File: config.mk
export PLATFORM = sky130hd
export DESIGN_NAME = mqtt_publish_framer
export DESIGN_NICKNAME = d
export VERILOG_FILES = /design/src/rtl/mpf_pkg.sv /design/src/rtl/mpf_front.sv /design/src/rtl/mpf_queue.sv /design/src/rtl/mpf_back.sv /design/src/rtl/mqtt_publish_framer.sv
export SDC_FILE = /design/constraint.sdc
export NUM_CORES = 1
export LEC_CHECK = 0
export BUFFER_PORTS_ARGS = -buffer_cell sky130_fd_sc_hd__buf_4
export CAP_MARGIN = 40
export CORE_MARGIN = 4
export CORE_UTILIZATION = 55
export DETAILED_ROUTE_END_ITERATION = 16
export GPL_TIMING_DRIVEN = 0
export PLACE_DENSITY = 0.73
export SYNTH_ARGS = -nofsm -noshare
export SYNTH_HDL_FRONTEND = slang
export SYNTH_SLANG_ARGS = --single-unit
File: constraint.sdc
create_clock -name i_clk -period 12.9 [get_ports i_clk]
set_clock_uncertainty 0.2 [all_clocks]
set_input_delay 1.29 -clock i_clk [delete_from_list [all_inputs] [get_ports i_clk]]
set_output_delay 1.29 -clock i_clk [all_outputs]
set_load 0.02 [all_outputs]
File: src/rtl/mpf_pkg.sv
// ----------------------------------------------------------------------------
// mpf_pkg
// Types and constants shared by the PUBLISH framer modules.
// ----------------------------------------------------------------------------
package mpf_pkg;

    localparam int JOB_BYTES = 8;
    localparam int CNT_W     = $clog2(JOB_BYTES + 1);
    localparam int Q_DEPTH   = 4;
    localparam int QA_W      = $clog2(Q_DEPTH);
    localparam int QC_W      = $clog2(Q_DEPTH + 1);

    localparam logic [1:0] CMD_START   = 2'd0;
    localparam logic [1:0] CMD_TOPIC   = 2'd1;
    localparam logic [1:0] CMD_PAYLOAD = 2'd2;

    localparam logic [7:0] HDR_PUBLISH = 8'h30;
    localparam logic [7:0] PID_HI      = 8'h00;
    localparam logic [7:0] PID_LO      = 8'h01;

    typedef struct packed {
        logic [1:0]  command;
        logic [7:0]  data_byte;
        logic [15:0] topic_length;
        logic [15:0] payload_length;
        logic [1:0]  qos;
        logic        retain;
    } t_in_item;

    typedef struct packed {
        logic [7:0] out_byte;
        logic       last;
        logic       too_long;
    } t_out_item;

    // One queued run of output bytes; slot 0 goes out first.
    typedef struct packed {
        logic [JOB_BYTES-1:0][7:0] bytes;
        logic [CNT_W-1:0]          count;
        logic                      last;
        logic                      too_long;
    } t_job;

endpackage

File: src/rtl/mpf_front.sv
// ----------------------------------------------------------------------------
// mpf_front
// Accepts requests, tracks packet phase and turns each start, topic or
// payload request that fits the phase into an output byte run for the queue.
// ----------------------------------------------------------------------------
module mpf_front
    import mpf_pkg::*;
(
    input  logic        i_clk,
    input  logic        i_rst_n,
    input  logic        i_valid,
    input  t_in_item    i_in_item,
    output logic        o_stall,
    input  logic        i_cfg_wr_en,
    input  logic [15:0] i_cfg_wr_data,
    input  logic        i_q_full,
    output logic        o_push,
    output t_job        o_job
);

    localparam logic [1:0] PH_IDLE    = 2'd0;
    localparam logic [1:0] PH_TOPIC   = 2'd1;
    localparam logic [1:0] PH_PAYLOAD = 2'd2;
    localparam logic [1:0] PH_DROP    = 2'd3;

    logic [15:0] r_max;
    logic [1:0]  r_phase, n_phase;
    logic [15:0] r_topic_left, n_topic_left;
    logic [15:0] r_payload_left, n_payload_left;
    logic        r_need_pid, n_need_pid;

    logic        w_accept;
    logic [17:0] w_rem;
    logic [17:0] w_total;
    logic [1:0]  w_nb;
    logic        w_qos_nz;
    logic [7:0]  w_hdr;
    logic [7:0]  w_rl0, w_rl1, w_rl2;
    logic [15:0] w_topic_next;
    logic [15:0] w_payload_next;

    assign o_stall  = i_q_full;
    assign w_accept = i_valid && !i_q_full;
    assign w_qos_nz = (i_in_item.qos != 2'd0);

    assign w_rem   = 18'(i_in_item.topic_length) + 18'(i_in_item.payload_length)
                   + (w_qos_nz ? 18'd4 : 18'd2);
    assign w_nb    = (w_rem < 18'd128) ? 2'd1 : ((w_rem < 18'd16384) ? 2'd2 : 2'd3);
    assign w_total = w_rem + 18'd1 + 18'(w_nb);

    assign w_hdr = HDR_PUBLISH | {5'd0, i_in_item.qos, 1'b0} | {7'd0, i_in_item.retain};
    assign w_rl0 = {(w_nb > 2'd1), w_rem[6:0]};
    assign w_rl1 = {(w_nb > 2'd2), w_rem[13:7]};
    assign w_rl2 = {4'd0, w_rem[17:14]};

    assign w_topic_next   = r_topic_left - 16'd1;
    assign w_payload_next = r_payload_left - 16'd1;

    always_comb begin
        n_phase        = r_phase;
        n_topic_left   = r_topic_left;
        n_payload_left = r_payload_left;
        n_need_pid     = r_need_pid;
        o_push         = 1'b0;
        o_job          = '0;
        if (w_accept) begin
            case (i_in_item.command)
                CMD_START: begin
                    o_push = 1'b1;
                    if (w_total > 18'(r_max)) begin
                        o_job.count    = CNT_W'(1);
                        o_job.last     = 1'b1;
                        o_job.too_long = 1'b1;
                        n_phase        = PH_DROP;
                        n_topic_left   = 16'd0;
                        n_payload_left = 16'd0;
                        n_need_pid     = 1'b0;
                    end else begin
                        o_job.bytes[0] = w_hdr;
                        o_job.bytes[1] = w_rl0;
                        case (w_nb)
                            2'd1: begin
                                o_job.bytes[2] = i_in_item.topic_length[15:8];
                                o_job.bytes[3] = i_in_item.topic_length[7:0];
                                o_job.bytes[4] = PID_HI;
                                o_job.bytes[5] = PID_LO;
                            end
                            2'd2: begin
                                o_job.bytes[2] = w_rl1;
                                o_job.bytes[3] = i_in_item.topic_length[15:8];
                                o_job.bytes[4] = i_in_item.topic_length[7:0];
                                o_job.bytes[5] = PID_HI;
                                o_job.bytes[6] = PID_LO;
                            end
                            default: begin
                                o_job.bytes[2] = w_rl1;
                                o_job.bytes[3] = w_rl2;
                                o_job.bytes[4] = i_in_item.topic_length[15:8];
                                o_job.bytes[5] = i_in_item.topic_length[7:0];
                                o_job.bytes[6] = PID_HI;
                                o_job.bytes[7] = PID_LO;
                            end
                        endcase
                        n_topic_left   = i_in_item.topic_length;
                        n_payload_left = i_in_item.payload_length;
                        // empty topic: close the topic section in this same run
                        if (i_in_item.topic_length == 16'd0) begin
                            o_job.count = CNT_W'(w_nb) + CNT_W'(3)
                                        + (w_qos_nz ? CNT_W'(2) : CNT_W'(0));
                            o_job.last  = (i_in_item.payload_length == 16'd0);
                            n_need_pid  = 1'b0;
                            n_phase     = (i_in_item.payload_length == 16'd0) ?
                                          PH_IDLE : PH_PAYLOAD;
                        end else begin
                            o_job.count = CNT_W'(w_nb) + CNT_W'(3);
                            n_need_pid  = w_qos_nz;
                            n_phase     = PH_TOPIC;
                        end
                    end
                end
                CMD_TOPIC: begin
                    if (r_phase == PH_TOPIC && r_topic_left != 16'd0) begin
                        o_push         = 1'b1;
                        o_job.bytes[0] = i_in_item.data_byte;
                        o_job.bytes[1] = PID_HI;
                        o_job.bytes[2] = PID_LO;
                        o_job.count    = CNT_W'(1);
                        n_topic_left   = w_topic_next;
                        if (w_topic_next == 16'd0) begin
                            if (r_need_pid) begin
                                o_job.count = CNT_W'(3);
                            end
                            o_job.last = (r_payload_left == 16'd0);
                            n_need_pid = 1'b0;
                            n_phase    = (r_payload_left == 16'd0) ? PH_IDLE : PH_PAYLOAD;
                        end
                    end
                end
                CMD_PAYLOAD: begin
                    if (r_phase == PH_PAYLOAD && r_payload_left != 16'd0) begin
                        o_push         = 1'b1;
                        o_job.bytes[0] = i_in_item.data_byte;
                        o_job.count    = CNT_W'(1);
                        o_job.last     = (w_payload_next == 16'd0);
                        n_payload_left = w_payload_next;
                        if (w_payload_next == 16'd0) begin
                            n_phase = PH_IDLE;
                        end
                    end
                end
                default: begin
                    // drop stray command codes
                end
            endcase
        end
    end

    always_ff @(posedge i_clk) begin
        if (!i_rst_n) begin
            r_max          <= 16'hFFFF;
            r_phase        <= PH_IDLE;
            r_topic_left   <= 16'd0;
            r_payload_left <= 16'd0;
            r_need_pid     <= 1'b0;
        end else begin
            if (i_cfg_wr_en) begin
                r_max <= i_cfg_wr_data;
            end
            r_phase        <= n_phase;
            r_topic_left   <= n_topic_left;
            r_payload_left <= n_payload_left;
            r_need_pid     <= n_need_pid;
        end
    end

endmodule

File: src/rtl/mpf_queue.sv
// ----------------------------------------------------------------------------
// mpf_queue
// Short FIFO of byte runs between the request side and the output side.
// ----------------------------------------------------------------------------
module mpf_queue
    import mpf_pkg::*;
(
    input  logic i_clk,
    input  logic i_rst_n,
    input  logic i_push,
    input  t_job i_job,
    output logic o_full,
    output logic o_valid,
    output t_job o_job,
    input  logic i_pop
);

    t_job            r_mem [Q_DEPTH];
    logic [QA_W-1:0] r_wr_ptr;
    logic [QA_W-1:0] r_rd_ptr;
    logic [QC_W-1:0] r_count;

    assign o_full  = (r_count == QC_W'(Q_DEPTH));
    assign o_valid = (r_count != QC_W'(0));
    assign o_job   = r_mem[r_rd_ptr];

    always_ff @(posedge i_clk) begin
        if (i_push) begin
            r_mem[r_wr_ptr] <= i_job;
        end
    end

    always_ff @(posedge i_clk) begin
        if (!i_rst_n) begin
            r_wr_ptr <= '0;
            r_rd_ptr <= '0;
            r_count  <= '0;
        end else begin
            if (i_push) begin
                r_wr_ptr <= r_wr_ptr + QA_W'(1);
            end
            if (i_pop) begin
                r_rd_ptr <= r_rd_ptr + QA_W'(1);
            end
            case ({i_push, i_pop})
                2'b10:   r_count <= r_count + QC_W'(1);
                2'b01:   r_count <= r_count - QC_W'(1);
                default: r_count <= r_count;
            endcase
        end
    end

endmodule

File: src/rtl/mpf_back.sv
// ----------------------------------------------------------------------------
// mpf_back
// Output stage: loads one byte run at a time and shifts it out, one byte per
// request on the result channel.
// ----------------------------------------------------------------------------
module mpf_back
    import mpf_pkg::*;
(
    input  logic      i_clk,
    input  logic      i_rst_n,
    input  logic      i_q_valid,
    input  t_job      i_job,
    output logic      o_pop,
    output logic      o_valid,
    output t_out_item o_out_item,
    input  logic      i_stall
);

    logic [JOB_BYTES-1:0][7:0] r_bytes, n_bytes;
    logic [CNT_W-1:0]          r_cnt, n_cnt;
    logic                      r_last, n_last;
    logic                      r_too_long, n_too_long;
    logic                      w_take;
    logic                      w_empty_next;

    assign o_valid             = (r_cnt != CNT_W'(0));
    assign w_take              = o_valid && !i_stall;
    assign w_empty_next        = !o_valid || (w_take && r_cnt == CNT_W'(1));
    assign o_pop               = i_q_valid && w_empty_next;
    assign o_out_item.out_byte = r_bytes[0];
    assign o_out_item.last     = r_last && (r_cnt == CNT_W'(1));
    assign o_out_item.too_long = r_too_long;

    always_comb begin
        n_bytes    = r_bytes;
        n_cnt      = r_cnt;
        n_last     = r_last;
        n_too_long = r_too_long;
        if (o_pop) begin
            n_bytes    = i_job.bytes;
            n_cnt      = i_job.count;
            n_last     = i_job.last;
            n_too_long = i_job.too_long;
        end else if (w_take) begin
            // advance to the next byte of the run
            n_bytes = {8'h00, r_bytes[JOB_BYTES-1:1]};
            n_cnt   = r_cnt - CNT_W'(1);
        end
    end

    always_ff @(posedge i_clk) begin
        r_bytes    <= n_bytes;
        r_last     <= n_last;
        r_too_long <= n_too_long;
        if (!i_rst_n) begin
            r_cnt <= '0;
        end else begin
            r_cnt <= n_cnt;
        end
    end

endmodule

File: src/rtl/mqtt_publish_framer.sv
// ----------------------------------------------------------------------------
// mqtt_publish_framer
// MQTT PUBLISH packet framer: start, topic and payload requests in, packet
// bytes out.
// ----------------------------------------------------------------------------
// A request is taken in every cycle while the four-entry run queue has room;
// its result bytes leave the output shift register one per cycle while
// i_stall is low. A start within the limit yields 4 to 8 bytes (header, 1-3
// length bytes, topic length, and packet id when the topic is empty and QoS
// is nonzero), a topic byte 1 or 3 and a payload byte 1. Streaming topic and
// payload runs at one byte per cycle while neither side stalls; the output
// port's one byte per cycle sets the sustained rate. An oversize start gives
// one byte with last and too_long set and drops all bytes up to the next
// start. max_packet_length is written through i_cfg_wr_en/i_cfg_wr_data.
// ----------------------------------------------------------------------------
module mqtt_publish_framer
    import mpf_pkg::*;
(
    input  logic        i_clk,
    input  logic        i_rst_n,
    input  logic        i_valid,
    input  t_in_item    i_in_item,
    output logic        o_stall,
    output logic        o_valid,
    output t_out_item   o_out_item,
    input  logic        i_stall,
    input  logic        i_cfg_wr_en,
    input  logic [15:0] i_cfg_wr_data
);

    logic w_q_full;
    logic w_push;
    t_job w_push_job;
    logic w_q_valid;
    t_job w_q_job;
    logic w_pop;

    mpf_front u_front (
        .i_clk         (i_clk),
        .i_rst_n       (i_rst_n),
        .i_valid       (i_valid),
        .i_in_item     (i_in_item),
        .o_stall       (o_stall),
        .i_cfg_wr_en   (i_cfg_wr_en),
        .i_cfg_wr_data (i_cfg_wr_data),
        .i_q_full      (w_q_full),
        .o_push        (w_push),
        .o_job         (w_push_job)
    );

    mpf_queue u_queue (
        .i_clk   (i_clk),
        .i_rst_n (i_rst_n),
        .i_push  (w_push),
        .i_job   (w_push_job),
        .o_full  (w_q_full),
        .o_valid (w_q_valid),
        .o_job   (w_q_job),
        .i_pop   (w_pop)
    );

    mpf_back u_back (
        .i_clk      (i_clk),
        .i_rst_n    (i_rst_n),
        .i_q_valid  (w_q_valid),
        .i_job      (w_q_job),
        .o_pop      (w_pop),
        .o_valid    (o_valid),
        .o_out_item (o_out_item),
        .i_stall    (i_stall)
    );

    a_reject_shape: assert property (@(posedge i_clk) disable iff (!i_rst_n)
        o_valid && o_out_item.too_long |-> o_out_item.last && o_out_item.out_byte == 8'h00)
        else $error("rejection result without last or with nonzero byte");

    a_pop_shows: assert property (@(posedge i_clk) disable iff (!i_rst_n)
        w_pop |=> o_valid)
        else $error("loaded run did not present a byte");

    a_no_bubble: assert property (@(posedge i_clk) disable iff (!i_rst_n)
        w_q_valid && !o_valid |-> w_pop)
        else $error("queued run left waiting while output idle");

endmodule

==> metrics.yaml <==
use_met1_pct: 33.5
yosysSeqAreaShare_pct: 56.2
status: "finished, final reports clean"
diodes: 0
relSlewSlack_pct: 39.0
vdd_ir_drop_max_mv: 0.105
drt_wl_total_um: 42100
gr-usage-met3_pct: 3.74
yosys.area.top_type: "edfxtp_1"
antenna_found_initial: 0
synth_fp_nets: 1466
numCtsBuffers: 35
cp.arrival_ns: 10.38
post-dp-hpwl_um: 29800
die_h_um: 184
hold_buffers: 0
via_per_inst: 6.18
finalHoldViolCount: 0
die_area_um2: 33800
io_pins: 78
holdCritPathClass: "reg -> reg"
power_density_nw_per_um2: 174
period_share_pct: 80.4
grt_pass1_wl_um: 65200
setup_violations: 0
clock_sinks: 340
crit_start: "i_in_item[19]"
via_count: 11700
setup-tns-final_ns: 0
synthCells: 1342
worstPathRequired_ns: 12.91
multi_input_comb_area_um2: 6950
end_kind: "register"
ys.flop_type: "edfxtp_1"
ys_types: 84
grt_overflow_total: 0
start_util_pct: 55.7
r2r-start: "u_front.r_topic_left[8]"
tightest_slew_ns: 0.907
synth_area_leaders: "edfxtp_1, dfxtp_1, mux4_2"
fp.coreArea_um2: 30600
gp_congestion: 0.937
synth_area_um2: 17000
yosysWarnings: 0
cp-start-kind: "primary input"
leakagePower_uw: 0.00678
grt_pass1_vias: 11600
drive_above_1_share_pct: 19.7
drc_errors: 0
reg2reg_depth: 13
row_count: 64
path_clk_slew_ns: 0.06
holdPathStages: 2
grt_util_met2_pct: 41.9
maxCapViolations: 0
grtUsageTotal_pct: 24.9
drt_iter0_drc: 1090
syn_to_final_growth_pct: 14.1
root_buffer: "clkbuf_16"
die_x_um: 184
synthArstFlopShare_pct: 0
nNetsFinal: 1593
area.sequential_um2: 9570
finalNonFillerCells: 1890
synth_top_area_share_pct: 48.7
portBuffers: 77
syn_avg_cell_area_um2: 12.7
slew_violations: 0
fill_cells: 2335
criticalPathCategory: "in -> reg"
cts_resized: 0
dr.pass1.iters: 5
fin_crit_ns: 10.37
grt_max_degree: 40
final_cell_mix: "edfxtp_1, nand2_1, buf_4"
clock_path_buffers: 3
h-tree-depth: 2
synth_edf_count: 276
wl_per_cell_um: 22.3
ys_ff_latch: 340
layout_commonest_cell: "edfxtp_1"
cts_tree: "yes"
worst_hold_slack_ns: 0.271
clkLatencyLatePin_ns: 0.52
post-cts-setup-buffers: 0
grt_busiest_layer: "met2"
max_freq_ghz: 0.0964
path_max_fanout: 10
rsz0062_at_grt: "no"
postRouteAntennaNets: 0
hp-start: "u_front.r_need_pid"
placedCellCount: 1828
==> layout make-up <==
| type | instances | area share (%) |
|---|---|---|
| plain buffers | 71 | 1.62 |
| clock buffers | 47 | 4.85 |
| clock inverters | 15 | 0.870 |
| inverters | 55 | 1.06 |
| multi-input cells | 876 | 35.8 |
| flip-flops and latches | 340 | 49.3 |
| well taps | 396 | 2.55 |
| repair buffers | 90 | 3.99 |
==> final timing paths <==
kind / endpoint / slack [ns]
setup / recovery: u_queue.r_mem[3][54] / 2.53
hold / removal: u_front.r_need_pid / 0.27
setup reg to reg: u_queue.r_count[2] / 8.57
hold reg to reg: u_front.r_need_pid / 0.27
==> synth_stat cells, types with 10 or more instances <==
library cell	count
a21oi_1	80
nand2_1	89
mux4_2	56
nor2_1	82
ha_1	54
nand2b_1	11
xnor2_1	33
inv_1	52
nand4_1	16
xor2_1	32
nand3_1	26
o21ai_0	56
mux2_2	43
and4_1	10
nor3_1	22
o211ai_1	42
edfxtp_1	276
nor4_1	18
dfxtp_1	64
clkbuf_1	41
or3_1	13
buf_2	12
and2_1	19
==> through the flow <==
step                power (µW)  instance area (µm²)  setup WS (ns)  utilization, %
CTS                       3400                19400           2.65            63.5
detailed placement        2420                18300           2.20            59.9
global route              3540                19400           1.82            63.5
global placement          2380                18100           2.18            59.2
finish                    3380                19400           2.53            63.5
floorplan                 2120                17000           4.45               -
==> routing by layer <==
layer / wire (µm) / up-vias
li1: - / 5396
met1: 17300 / 5711
met2: 20400 / 465
met3: 2800 / 101
met4: 1530 / 0
met5: 0 / -
==> power by group <==
part	leakage, µW	internal [µW]	total (µW)	switching (µW)
clock	0.000541	577	976	399
sequential	0.00303	1370	1420	51.7
combinational	0.00321	433	978	545
==> registers in the layout, indices dropped and copies added, names as in the netlist, named ones only <==
register / flops
u_back.r_last: 1
u_back.o_out_item: 8
u_queue.r_wr_ptr: 2
u_back.r_cnt: 4
u_front.r_payload_left: 16
u_back.r_too_long: 1
u_front.r_need_pid: 1
u_back.r_bytes: 42
u_queue.r_count: 3
u_front.r_topic_left: 16
u_queue.r_mem: 224
u_front.r_max: 16
u_front.r_phase: 2
u_queue.r_rd_ptr: 2
==> cell families after synthesis <==
kind of cell	count (synthesis)	synth area share [%]
AND/OR/NAND/NOR	363	11.3
flip-flops	340	56.2
AO/OA/AOI/OAI	279	10.6
buffers and inverters	126	3.06
multiplexers	108	10.8
XOR/XNOR	68	3.63
adder cells (fa/ha/maj)	58	4.44
==> critical path: stages <==
cell and delay [ns]:
buf_4 0.16, ha_1 0.19, inv_1 0.05, fa_1 0.39, nand2b_1 0.21, a21oi_1 0.23
xor2_2 0.42, nand4_1 0.30, nor4_2 0.56, xor2_1 0.34, nand4bb_1 0.14, nor4_1 0.53
buf_2 0.36, nor2_1 0.21, ha_1 0.29, fa_1 0.46, nor2_1 0.33, nand3b_1 0.24
nor3_2 0.44, xnor2_1 0.18, ha_1 0.33, nand4_1 0.09, o311ai_0 0.55, nand4_1 0.28
nor4b_4 0.63, o21ai_2 0.27, buf_2 0.27, nor3_1 0.61
No activity file was read; power rests on OpenSTA's default activity.
